==> config.mk <==
export PLATFORM = sky130hd
export DESIGN_NAME = indexed_list_insert_delete
export DESIGN_NICKNAME = d
export VERILOG_FILES = /design/src/design/ilid_pkg.sv /design/src/design/ilid_ram.sv /design/src/design/ilid_seq.sv /design/src/design/indexed_list_insert_delete.sv
export SDC_FILE = /design/constraint.sdc
export NUM_CORES = 2
export LEC_CHECK = 0
export ABC_AREA = 1
export BUFFER_PORTS_ARGS = -buffer_cell sky130_fd_sc_hd__clkbuf_2
export CAP_MARGIN = 15
export CORE_UTILIZATION = 55
export CTS_CLUSTER_SIZE = 24
export DETAILED_ROUTE_END_ITERATION = 10
export MAX_ROUTING_LAYER = met4
export PLACE_DENSITY = 0.7
export SYNTH_ARGS = -nofsm -noshare
export SYNTH_HDL_FRONTEND = slang
export SYNTH_HIERARCHICAL = 1
export SYNTH_SLANG_ARGS = --single-unit
==> constraint.sdc <==
create_clock -name clk -period 10.2 [get_ports clk]
set_clock_uncertainty 0.05 [all_clocks]
set_input_delay 2.04 -clock clk [delete_from_list [all_inputs] [get_ports clk]]
set_output_delay 2.04 -clock clk [all_outputs]
set_load 0.05 [all_outputs]
==> src/design/ilid_pkg.sv <==
// shared widths, codes and types for the indexed list block
package ilid_pkg;

    localparam int CAPACITY_DEFAULT = 64;

    localparam int OP_W     = 3;
    localparam int POS_W    = 7;
    localparam int WORD_W   = 32;
    localparam int STATUS_W = 2;
    localparam int LEN_W    = 7;

    localparam int IN_W  = 48;
    localparam int OUT_W = 48;

    localparam logic [OP_W-1:0] OP_APPEND = 3'd0;
    localparam logic [OP_W-1:0] OP_INSERT = 3'd1;
    localparam logic [OP_W-1:0] OP_DELETE = 3'd2;
    localparam logic [OP_W-1:0] OP_READ   = 3'd3;
    localparam logic [OP_W-1:0] OP_SEARCH = 3'd4;

    localparam logic [STATUS_W-1:0] ST_OK       = 2'd0;
    localparam logic [STATUS_W-1:0] ST_RANGE    = 2'd1;
    localparam logic [STATUS_W-1:0] ST_FULL     = 2'd2;
    localparam logic [STATUS_W-1:0] ST_NOTFOUND = 2'd3;

    localparam logic [WORD_W-1:0] DATA_NONE = '1;

    typedef struct packed {
        logic [STATUS_W-1:0] status;
        logic [WORD_W-1:0]   data;
        logic [LEN_W-1:0]    length;
    } ilid_result_t;

endpackage

==> src/design/ilid_ram.sv <==
// generic single write, single read ram with registered read data
module ilid_ram #(
    parameter int WIDTH = 32,
    parameter int DEPTH = 64
) (
    input  logic                     clk,
    input  logic                     wr_en,
    input  logic [$clog2(DEPTH)-1:0] wr_addr,
    input  logic [WIDTH-1:0]         wr_data,
    input  logic [$clog2(DEPTH)-1:0] rd_addr,
    output logic [WIDTH-1:0]         rd_data
);

    logic [WIDTH-1:0] mem [DEPTH];

    always_ff @(posedge clk)
    begin
        if (wr_en)
        begin
            mem[wr_addr] <= wr_data;
        end
        rd_data <= mem[rd_addr];
    end

endmodule

==> src/design/ilid_seq.sv <==
// sequencer that carries out each operation on the entry ram, walking it one entry a cycle for shifts and searches
module ilid_seq import ilid_pkg::*; #(
    parameter int CAPACITY = CAPACITY_DEFAULT
) (
    input  logic                        clk,
    input  logic                        rst_n,
    input  logic                        start,
    input  logic [OP_W-1:0]             op,
    input  logic [POS_W-1:0]            pos,
    input  logic [WORD_W-1:0]           val,
    output logic                        idle,
    input  logic                        res_ready,
    output logic                        res_valid,
    output ilid_result_t                res,
    output logic                        wr_en,
    output logic [$clog2(CAPACITY)-1:0] wr_addr,
    output logic [WORD_W-1:0]           wr_data,
    output logic [$clog2(CAPACITY)-1:0] rd_addr,
    input  logic [WORD_W-1:0]           rd_data
);

    localparam int AW = $clog2(CAPACITY);
    localparam int CW = $clog2(CAPACITY + 1);
    localparam int XW = (CW > POS_W) ? CW : POS_W;

    localparam logic [2:0] S_IDLE      = 3'd0;
    localparam logic [2:0] S_INS_SHIFT = 3'd1;
    localparam logic [2:0] S_INS_PUT   = 3'd2;
    localparam logic [2:0] S_DEL_SHIFT = 3'd3;
    localparam logic [2:0] S_RD_WAIT   = 3'd4;
    localparam logic [2:0] S_SRCH      = 3'd5;
    localparam logic [2:0] S_RESP      = 3'd6;

    logic [2:0]          state_reg,  state_next;
    logic [CW-1:0]       count_reg,  count_next;
    logic [AW-1:0]       idx_reg,    idx_next;
    logic [AW-1:0]       pos_reg,    pos_next;
    logic [WORD_W-1:0]   val_reg,    val_next;
    logic [STATUS_W-1:0] status_reg, status_next;
    logic [WORD_W-1:0]   data_reg,   data_next;

    logic [XW-1:0] pos_x;
    logic [XW-1:0] count_x;
    logic [CW-1:0] count_m1;
    logic [AW-1:0] last_idx;
    logic          full;

    assign pos_x    = XW'(pos);
    assign count_x  = XW'(count_reg);
    assign count_m1 = count_reg - CW'(1);
    assign last_idx = count_m1[AW-1:0];
    assign full     = (count_reg == CW'(CAPACITY));

    assign idle       = (state_reg == S_IDLE);
    assign res_valid  = (state_reg == S_RESP) && res_ready;
    assign res.status = status_reg;
    assign res.data   = data_reg;
    assign res.length = count_x[LEN_W-1:0];

    always_comb
    begin
        state_next  = state_reg;
        count_next  = count_reg;
        idx_next    = idx_reg;
        pos_next    = pos_reg;
        val_next    = val_reg;
        status_next = status_reg;
        data_next   = data_reg;
        wr_en       = 1'b0;
        wr_addr     = '0;
        wr_data     = val;
        rd_addr     = idx_reg;

        case (state_reg)
            S_IDLE:
            begin
                if (start)
                begin
                    state_next  = S_RESP;
                    status_next = ST_OK;
                    data_next   = '0;
                    pos_next    = pos_x[AW-1:0];
                    val_next    = val;
                    case (op)
                        OP_APPEND:
                        begin
                            if (full)
                            begin
                                status_next = ST_FULL;
                            end
                            else
                            begin
                                wr_en      = 1'b1;
                                wr_addr    = count_reg[AW-1:0];
                                count_next = count_reg + CW'(1);
                            end
                        end
                        OP_INSERT:
                        begin
                            if (pos_x > count_x)
                            begin
                                status_next = ST_RANGE;
                            end
                            else if (full)
                            begin
                                status_next = ST_FULL;
                            end
                            else if (pos_x == count_x)
                            begin
                                wr_en      = 1'b1;
                                wr_addr    = pos_x[AW-1:0];
                                count_next = count_reg + CW'(1);
                            end
                            else
                            begin
                                // move entries up, starting from the top
                                rd_addr    = last_idx;
                                idx_next   = last_idx;
                                state_next = S_INS_SHIFT;
                            end
                        end
                        OP_DELETE:
                        begin
                            if (pos_x >= count_x)
                            begin
                                status_next = ST_RANGE;
                            end
                            else if ((pos_x + XW'(1)) == count_x)
                            begin
                                count_next = count_m1;
                            end
                            else
                            begin
                                rd_addr    = pos_x[AW-1:0] + AW'(1);
                                idx_next   = pos_x[AW-1:0] + AW'(1);
                                state_next = S_DEL_SHIFT;
                            end
                        end
                        OP_READ:
                        begin
                            if (pos_x >= count_x)
                            begin
                                status_next = ST_RANGE;
                                data_next   = DATA_NONE;
                            end
                            else
                            begin
                                rd_addr    = pos_x[AW-1:0];
                                state_next = S_RD_WAIT;
                            end
                        end
                        OP_SEARCH:
                        begin
                            if (count_reg == '0)
                            begin
                                status_next = ST_NOTFOUND;
                                data_next   = DATA_NONE;
                            end
                            else
                            begin
                                rd_addr    = '0;
                                idx_next   = '0;
                                state_next = S_SRCH;
                            end
                        end
                        default:
                        begin
                            status_next = ST_OK;
                        end
                    endcase
                end
            end
            S_INS_SHIFT:
            begin
                // data read last cycle lands one place higher
                wr_en   = 1'b1;
                wr_addr = idx_reg + AW'(1);
                wr_data = rd_data;
                if (idx_reg == pos_reg)
                begin
                    state_next = S_INS_PUT;
                end
                else
                begin
                    rd_addr  = idx_reg - AW'(1);
                    idx_next = idx_reg - AW'(1);
                end
            end
            S_INS_PUT:
            begin
                wr_en      = 1'b1;
                wr_addr    = pos_reg;
                wr_data    = val_reg;
                count_next = count_reg + CW'(1);
                state_next = S_RESP;
            end
            S_DEL_SHIFT:
            begin
                // data read last cycle lands one place lower
                wr_en   = 1'b1;
                wr_addr = idx_reg - AW'(1);
                wr_data = rd_data;
                if (idx_reg == last_idx)
                begin
                    count_next = count_m1;
                    state_next = S_RESP;
                end
                else
                begin
                    rd_addr  = idx_reg + AW'(1);
                    idx_next = idx_reg + AW'(1);
                end
            end
            S_RD_WAIT:
            begin
                data_next  = rd_data;
                state_next = S_RESP;
            end
            S_SRCH:
            begin
                if (rd_data == val_reg)
                begin
                    data_next  = WORD_W'(idx_reg);
                    state_next = S_RESP;
                end
                else if (idx_reg == last_idx)
                begin
                    status_next = ST_NOTFOUND;
                    data_next   = DATA_NONE;
                    state_next  = S_RESP;
                end
                else
                begin
                    rd_addr  = idx_reg + AW'(1);
                    idx_next = idx_reg + AW'(1);
                end
            end
            S_RESP:
            begin
                if (res_ready)
                begin
                    state_next = S_IDLE;
                end
            end
            default:
            begin
                state_next = S_IDLE;
            end
        endcase
    end

    always_ff @(posedge clk or negedge rst_n)
    begin
        if (!rst_n)
        begin
            state_reg <= S_IDLE;
            count_reg <= '0;
        end
        else
        begin
            state_reg <= state_next;
            count_reg <= count_next;
        end
    end

    always_ff @(posedge clk)
    begin
        idx_reg    <= idx_next;
        pos_reg    <= pos_next;
        val_reg    <= val_next;
        status_reg <= status_next;
        data_reg   <= data_next;
    end

endmodule

==> src/design/indexed_list_insert_delete.sv <==
// top level of the indexed list with insert, delete, read and search
// an ordered list of signed 32-bit words held in a single ram of CAPACITY
// entries; every input item gives exactly one result item carrying a status,
// a data word (the word read, the position found, or -1 on a failed read or
// search) and the length after the operation. an item is taken only while the
// sequencer is idle, and its cost in cycles is set by the walk over the ram,
// which has one read and one write port and moves one entry a cycle:
// append, insert at the end, unused codes and failed checks go straight to
// the response; read waits on the ram; insert at p below count shifts the
// entries from the top down to p and writes the value; delete at p shifts
// the entries above p down (none for the last entry); search reads up from
// entry 0 to a match or the last entry. a result that finds the output slot
// still taken stalls the sequencer. the result waits in an output register,
// so the next item can be taken while the previous one is still unclaimed.
// a full list rejects append and insert; the position check comes first.
module indexed_list_insert_delete import ilid_pkg::*; #(
    parameter int CAPACITY = CAPACITY_DEFAULT
) (
    input  logic             clk,
    input  logic             rst_n,
    input  logic             s_axis_tvalid,
    output logic             s_axis_tready,
    // operation [2:0], position [9:3], value [41:10], zero fill above
    input  logic [IN_W-1:0]  s_axis_tdata,
    output logic             m_axis_tvalid,
    input  logic             m_axis_tready,
    // status [1:0], data [33:2], length [40:34], zero fill above
    output logic [OUT_W-1:0] m_axis_tdata
);

    localparam int AW = $clog2(CAPACITY);

    logic              seq_idle;
    logic              start;
    logic              res_ready;
    logic              res_valid;
    ilid_result_t      res;

    // ram port wiring
    logic              wr_en;
    logic [AW-1:0]     wr_addr;
    logic [WORD_W-1:0] wr_data;
    logic [AW-1:0]     rd_addr;
    logic [WORD_W-1:0] rd_data;

    // output register
    logic              out_valid_reg, out_valid_next;
    ilid_result_t      out_res_reg,   out_res_next;

    assign s_axis_tready = seq_idle;
    assign start         = s_axis_tvalid && seq_idle;

    // the sequencer may hand over a result when the output slot is free
    // or being emptied this cycle
    assign res_ready = !out_valid_reg || m_axis_tready;

    ilid_seq #(
        .CAPACITY (CAPACITY)
    ) u_seq (
        .clk       (clk),
        .rst_n     (rst_n),
        .start     (start),
        .op        (s_axis_tdata[OP_W-1:0]),
        .pos       (s_axis_tdata[OP_W+POS_W-1:OP_W]),
        .val       (s_axis_tdata[OP_W+POS_W+WORD_W-1:OP_W+POS_W]),
        .idle      (seq_idle),
        .res_ready (res_ready),
        .res_valid (res_valid),
        .res       (res),
        .wr_en     (wr_en),
        .wr_addr   (wr_addr),
        .wr_data   (wr_data),
        .rd_addr   (rd_addr),
        .rd_data   (rd_data)
    );

    ilid_ram #(
        .WIDTH (WORD_W),
        .DEPTH (CAPACITY)
    ) u_entries (
        .clk     (clk),
        .wr_en   (wr_en),
        .wr_addr (wr_addr),
        .wr_data (wr_data),
        .rd_addr (rd_addr),
        .rd_data (rd_data)
    );

    always_comb
    begin
        out_valid_next = out_valid_reg;
        out_res_next   = out_res_reg;
        if (res_valid)
        begin
            out_valid_next = 1'b1;
            out_res_next   = res;
        end
        else if (m_axis_tready)
        begin
            out_valid_next = 1'b0;
        end
    end

    always_ff @(posedge clk or negedge rst_n)
    begin
        if (!rst_n)
        begin
            out_valid_reg <= 1'b0;
        end
        else
        begin
            out_valid_reg <= out_valid_next;
        end
    end

    always_ff @(posedge clk)
    begin
        out_res_reg <= out_res_next;
    end

    assign m_axis_tvalid = out_valid_reg;
    assign m_axis_tdata  = {
        {(OUT_W - LEN_W - WORD_W - STATUS_W){1'b0}},
        out_res_reg.length,
        out_res_reg.data,
        out_res_reg.status
    };

endmodule

==> metrics list <==
- The flow ran to the end, and the final reports show no timing, DRC or antenna violations.
- The clock tree synthesis step divided the H-tree into 4 levels.
- In the global route stage, met2 resource usage came out at 0.4717.
- After synthesis, the share of flip-flops with an asynchronous set or reset is 0.004977.
* Setup crit start kind: input port
- Simple-Gate Fraction of Synth Area: 0.2269
* Slew margin rel.: 0.1480
- For the worst setup path, the data required time is 10.94 ns.
- Crit Reg-Reg Startpoint: u_seq/count_reg[3]
* Critical Path Sink Type: flip-flop
- The global routing stage identified its most utilized layer as met2.
- The first detailed-routing pass took 7 iterations.
- Cell area after synthesis: 90910 sq um
* Final estimated routing congestion in global placement: 0.9304
* Adder-cell share of the synthesized area: 0.001789
- Global-route wire length before repair: 368600 microns
- Setup slack closes at 3.126 ns.
- Post-DRT Antenna Nets: 0
* Largest family of logic cells by synthesized area: simple AND/OR/NAND/NOR gates
- Number of different library cells in the post-synthesis netlist: 53
- Once the clock tree was built, the setup fixing pass inserted 0 buffers.
* Clock latency on the worst-skew pair: 0.87 ns
- Buffers inserted to repair hold after CTS numbered 0.
- Antenna violations before repair: 10
- Startpoint of the lowest-slack hold path: u_seq/data_reg[9]
- Layout cells sized above 1: 0.08540
- Signed area change from the synthesized netlist to the final layout: 10.53%
- In the final timing run, aggregate negative setup slack is 0 ns.
- For this configuration, the core starts out at a cell density of 0.5566.
- Total grt overflow: 0
- Number of fillers in the final layout: 12430
- Crit path max fanout: 210
- Via count of the first global-routing pass: 57710
- The detailed router placed 61250 vias in this run.
- The Yosys step of the flow raised 6 warnings.
* Slew Viols, Final: 0
- Dividing the final minimum period by the clock period gives 0.6935.
- Number of top-level pins: 102
- Die H: 408.6 microns
- In this run the register-to-register setup slack is 3.55 ns.
- Category of the most critical setup path: input port to flip-flop
- Critical Path Source: s_axis_tdata[5]
- Mux share of post-synthesis cell area: 0
- Count of mapped cells out of synthesis: 7770
* Remaining routing DRC violations: 0
- The synthesized design contains 2210 register bits.
* TritonCTS clock tree: done
* EDFF count, synth: 2167
- Wirelength per Cell: 24.93 microns
* Met1 GRT Util: 0.4054
* Die W: 408.6 microns
- Measured slew at the worst slew-check pin: 1.278 ns
- In the global route stage, overall resource usage came out at 0.3084.
* Final setup violation count: 0
- CTS Buf Count: 214
* Area fraction in compound gates after synthesis: 0.008795
- Post-CTS repair changed the size of 0 cells.
- Path class of the lowest-slack min-delay path: flip-flop to flip-flop
* Root Buffer Master: clkbuf_16
* Hold slack: 0.3680 ns
- Among all flip-flop cells after synthesis, the most frequent one is edfxtp_1.
- Minimum period implied by the final worst setup slack: 7.074 ns
- After detailed routing, the total wire length is 252300 microns.
* Clock transition at the registers of the reported paths: 0.06 ns
- At the placement stage, the worst setup path has a slack of 2.445 ns.
- # Max-Cap Violations: 0
* DIE AREA: 166900 sq um
- Core box area: 163300 sq um
* Largest Register: u_entries/mem
* Met3 Resource Use GR: 0.05780
- The share of the Yosys chip area taken by registers is 0.7259.
* Final hold violation count: 0
- Timing would allow up to 141.4 MHz.
- In this run the core area contains 148 standard-cell rows.
- TritonCTS Sinks: 2210
- Data arrival, critical path: 7.81 ns
- In the routed layout, each cell is associated on average with a via count of 6.052.
- The clock passes through at most 3 buffers.
- After the first detailed-routing iteration, the DRC count stood at 8065.
* RSZ-0062 raised after global routing: false
- The register with the most flip-flops in the layout has 2048 of them.
- Entering global routing, the biggest net connects 211 pins.
* Estimated wirelength of the detail-placed design: 129400 microns
- Of the total synthesized cell area, the portion taken by XOR and XNOR cells is 0.003661.
- Post-synthesis average cell area: 11.70 sq um
* Total number of nets in the final design: 7825
* Port Buffers: 88
## cell families after synthesis
| kind of cell | after synthesis |
|---|---|
| adder cells (fa/ha/maj) | 13 |
| AND/OR/NAND/NOR | 4758 |
| flip-flops | 2210 |
| other | 1 |
| AO/OA/AOI/OAI | 123 |
| buffers and inverters | 627 |
| XOR/XNOR | 38 |
## area by class of cell
| cell class | instances | area, sq um | area share |
|---|---|---|---|
| repair buffers | 253 | 1912 | 0.01903 |
| well taps | 2175 | 2721 | 0.02708 |
| clock buffers | 264 | 5604 | 0.05577 |
| clock inverters | 131 | 1033 | 0.01029 |
| inverters | 142 | 569.3 | 0.005666 |
| diodes | 7 | 17.52 | 0.0001743 |
| flip-flops and latches | 2210 | 65990 | 0.6567 |
| multi-input cells | 4939 | 22640 | 0.2253 |
## cell usage after synthesis, types with 26 or more instances
| cell | instances | share of area |
|---|---|---|
| clkbuf_1 | 100 | 0.0041 |
| dfxtp_1 | 32 | 0.0070 |
| buf_4 | 49 | 0.0040 |
| inv_1 | 120 | 0.0050 |
| nand2_1 | 2559 | 0.11 |
| xnor2_1 | 27 | 0.0026 |
| o21ai_0 | 34 | 0.0019 |
| o211ai_1 | 29 | 0.0024 |
| edfxtp_1 | 2167 | 0.72 |
| a21oi_1 | 26 | 0.0014 |
| buf_1 | 57 | 0.0024 |
| nor2_1 | 128 | 0.0053 |
| nand3_1 | 1994 | 0.11 |
| buf_2 | 261 | 0.014 |
## cells in the final DEF, fill, tap and decap left out, drive strengths merged, types with 13 or more instances in the layout
cell type  count
buf          165
clkbuf       352
nand4         25
dfxtp         32
a21oi         28
nor3          21
xnor2         27
edfxtp      2167
nand2       2567
o21ai         40
o211ai        30
nand3       1996
clkinv       109
nor2         135
inv          149
ha            13
## routing by layer
layer / part of all wire / vias to the layer above
li1: - / 27440
met1: 0.38 / 29800
met2: 0.46 / 3466
met3: 0.11 / 549
met4: 0.045 / 0
met5: 0 / -
## per-stage QoR
| step | area [sq um] | utilization | cells |
|---|---|---|---|
| after floorplan | 90930 | - | 7776 |
| after global placement | 93790 | 0.5743 | 9717 |
| after detailed placement | 93790 | 0.5743 | 9717 |
| after CTS | 100400 | 0.6149 | 10110 |
| after global routing | 100500 | 0.6152 | 10120 |
| final | 100500 | 0.6152 | 10120 |
## worst max-delay path: stages
cell,delay [ns]
clkbuf_2,0.15
ha_1,0.34
a21oi_1,0.15
o21ai_1,0.09
nand2_1,0.11
nand3_1,0.44
nor2_1,0.55
nand2_1,0.13
nand2_1,0.09
nor2_1,0.06
nor2_1,0.11
nand3_1,0.08
nand2_1,0.13
nand3_4,0.40
inv_16,0.56
buf_12,0.43
nand2_1,0.10
nand3_1,0.09
nand3_1,0.10
nand2_1,0.11
nand2_1,0.08
nand3_1,0.33
nand3_1,0.34
nand2_1,0.20
## worst paths after layout
path	endpoint	depth (start not counted)
setup / recovery	u_entries/rd_data[11]	24
hold / removal	m_axis_tdata[11]	0
setup reg to reg	u_entries/rd_data[11]	24
hold reg to reg	m_axis_tdata[11]	0
max in group asynchronous	m_axis_tvalid	1
min in group asynchronous	u_seq/count_reg[6]	1
Power is not shown: default switching activity piles up to over one toggle a cycle in this logic, so the estimate is an artifact.
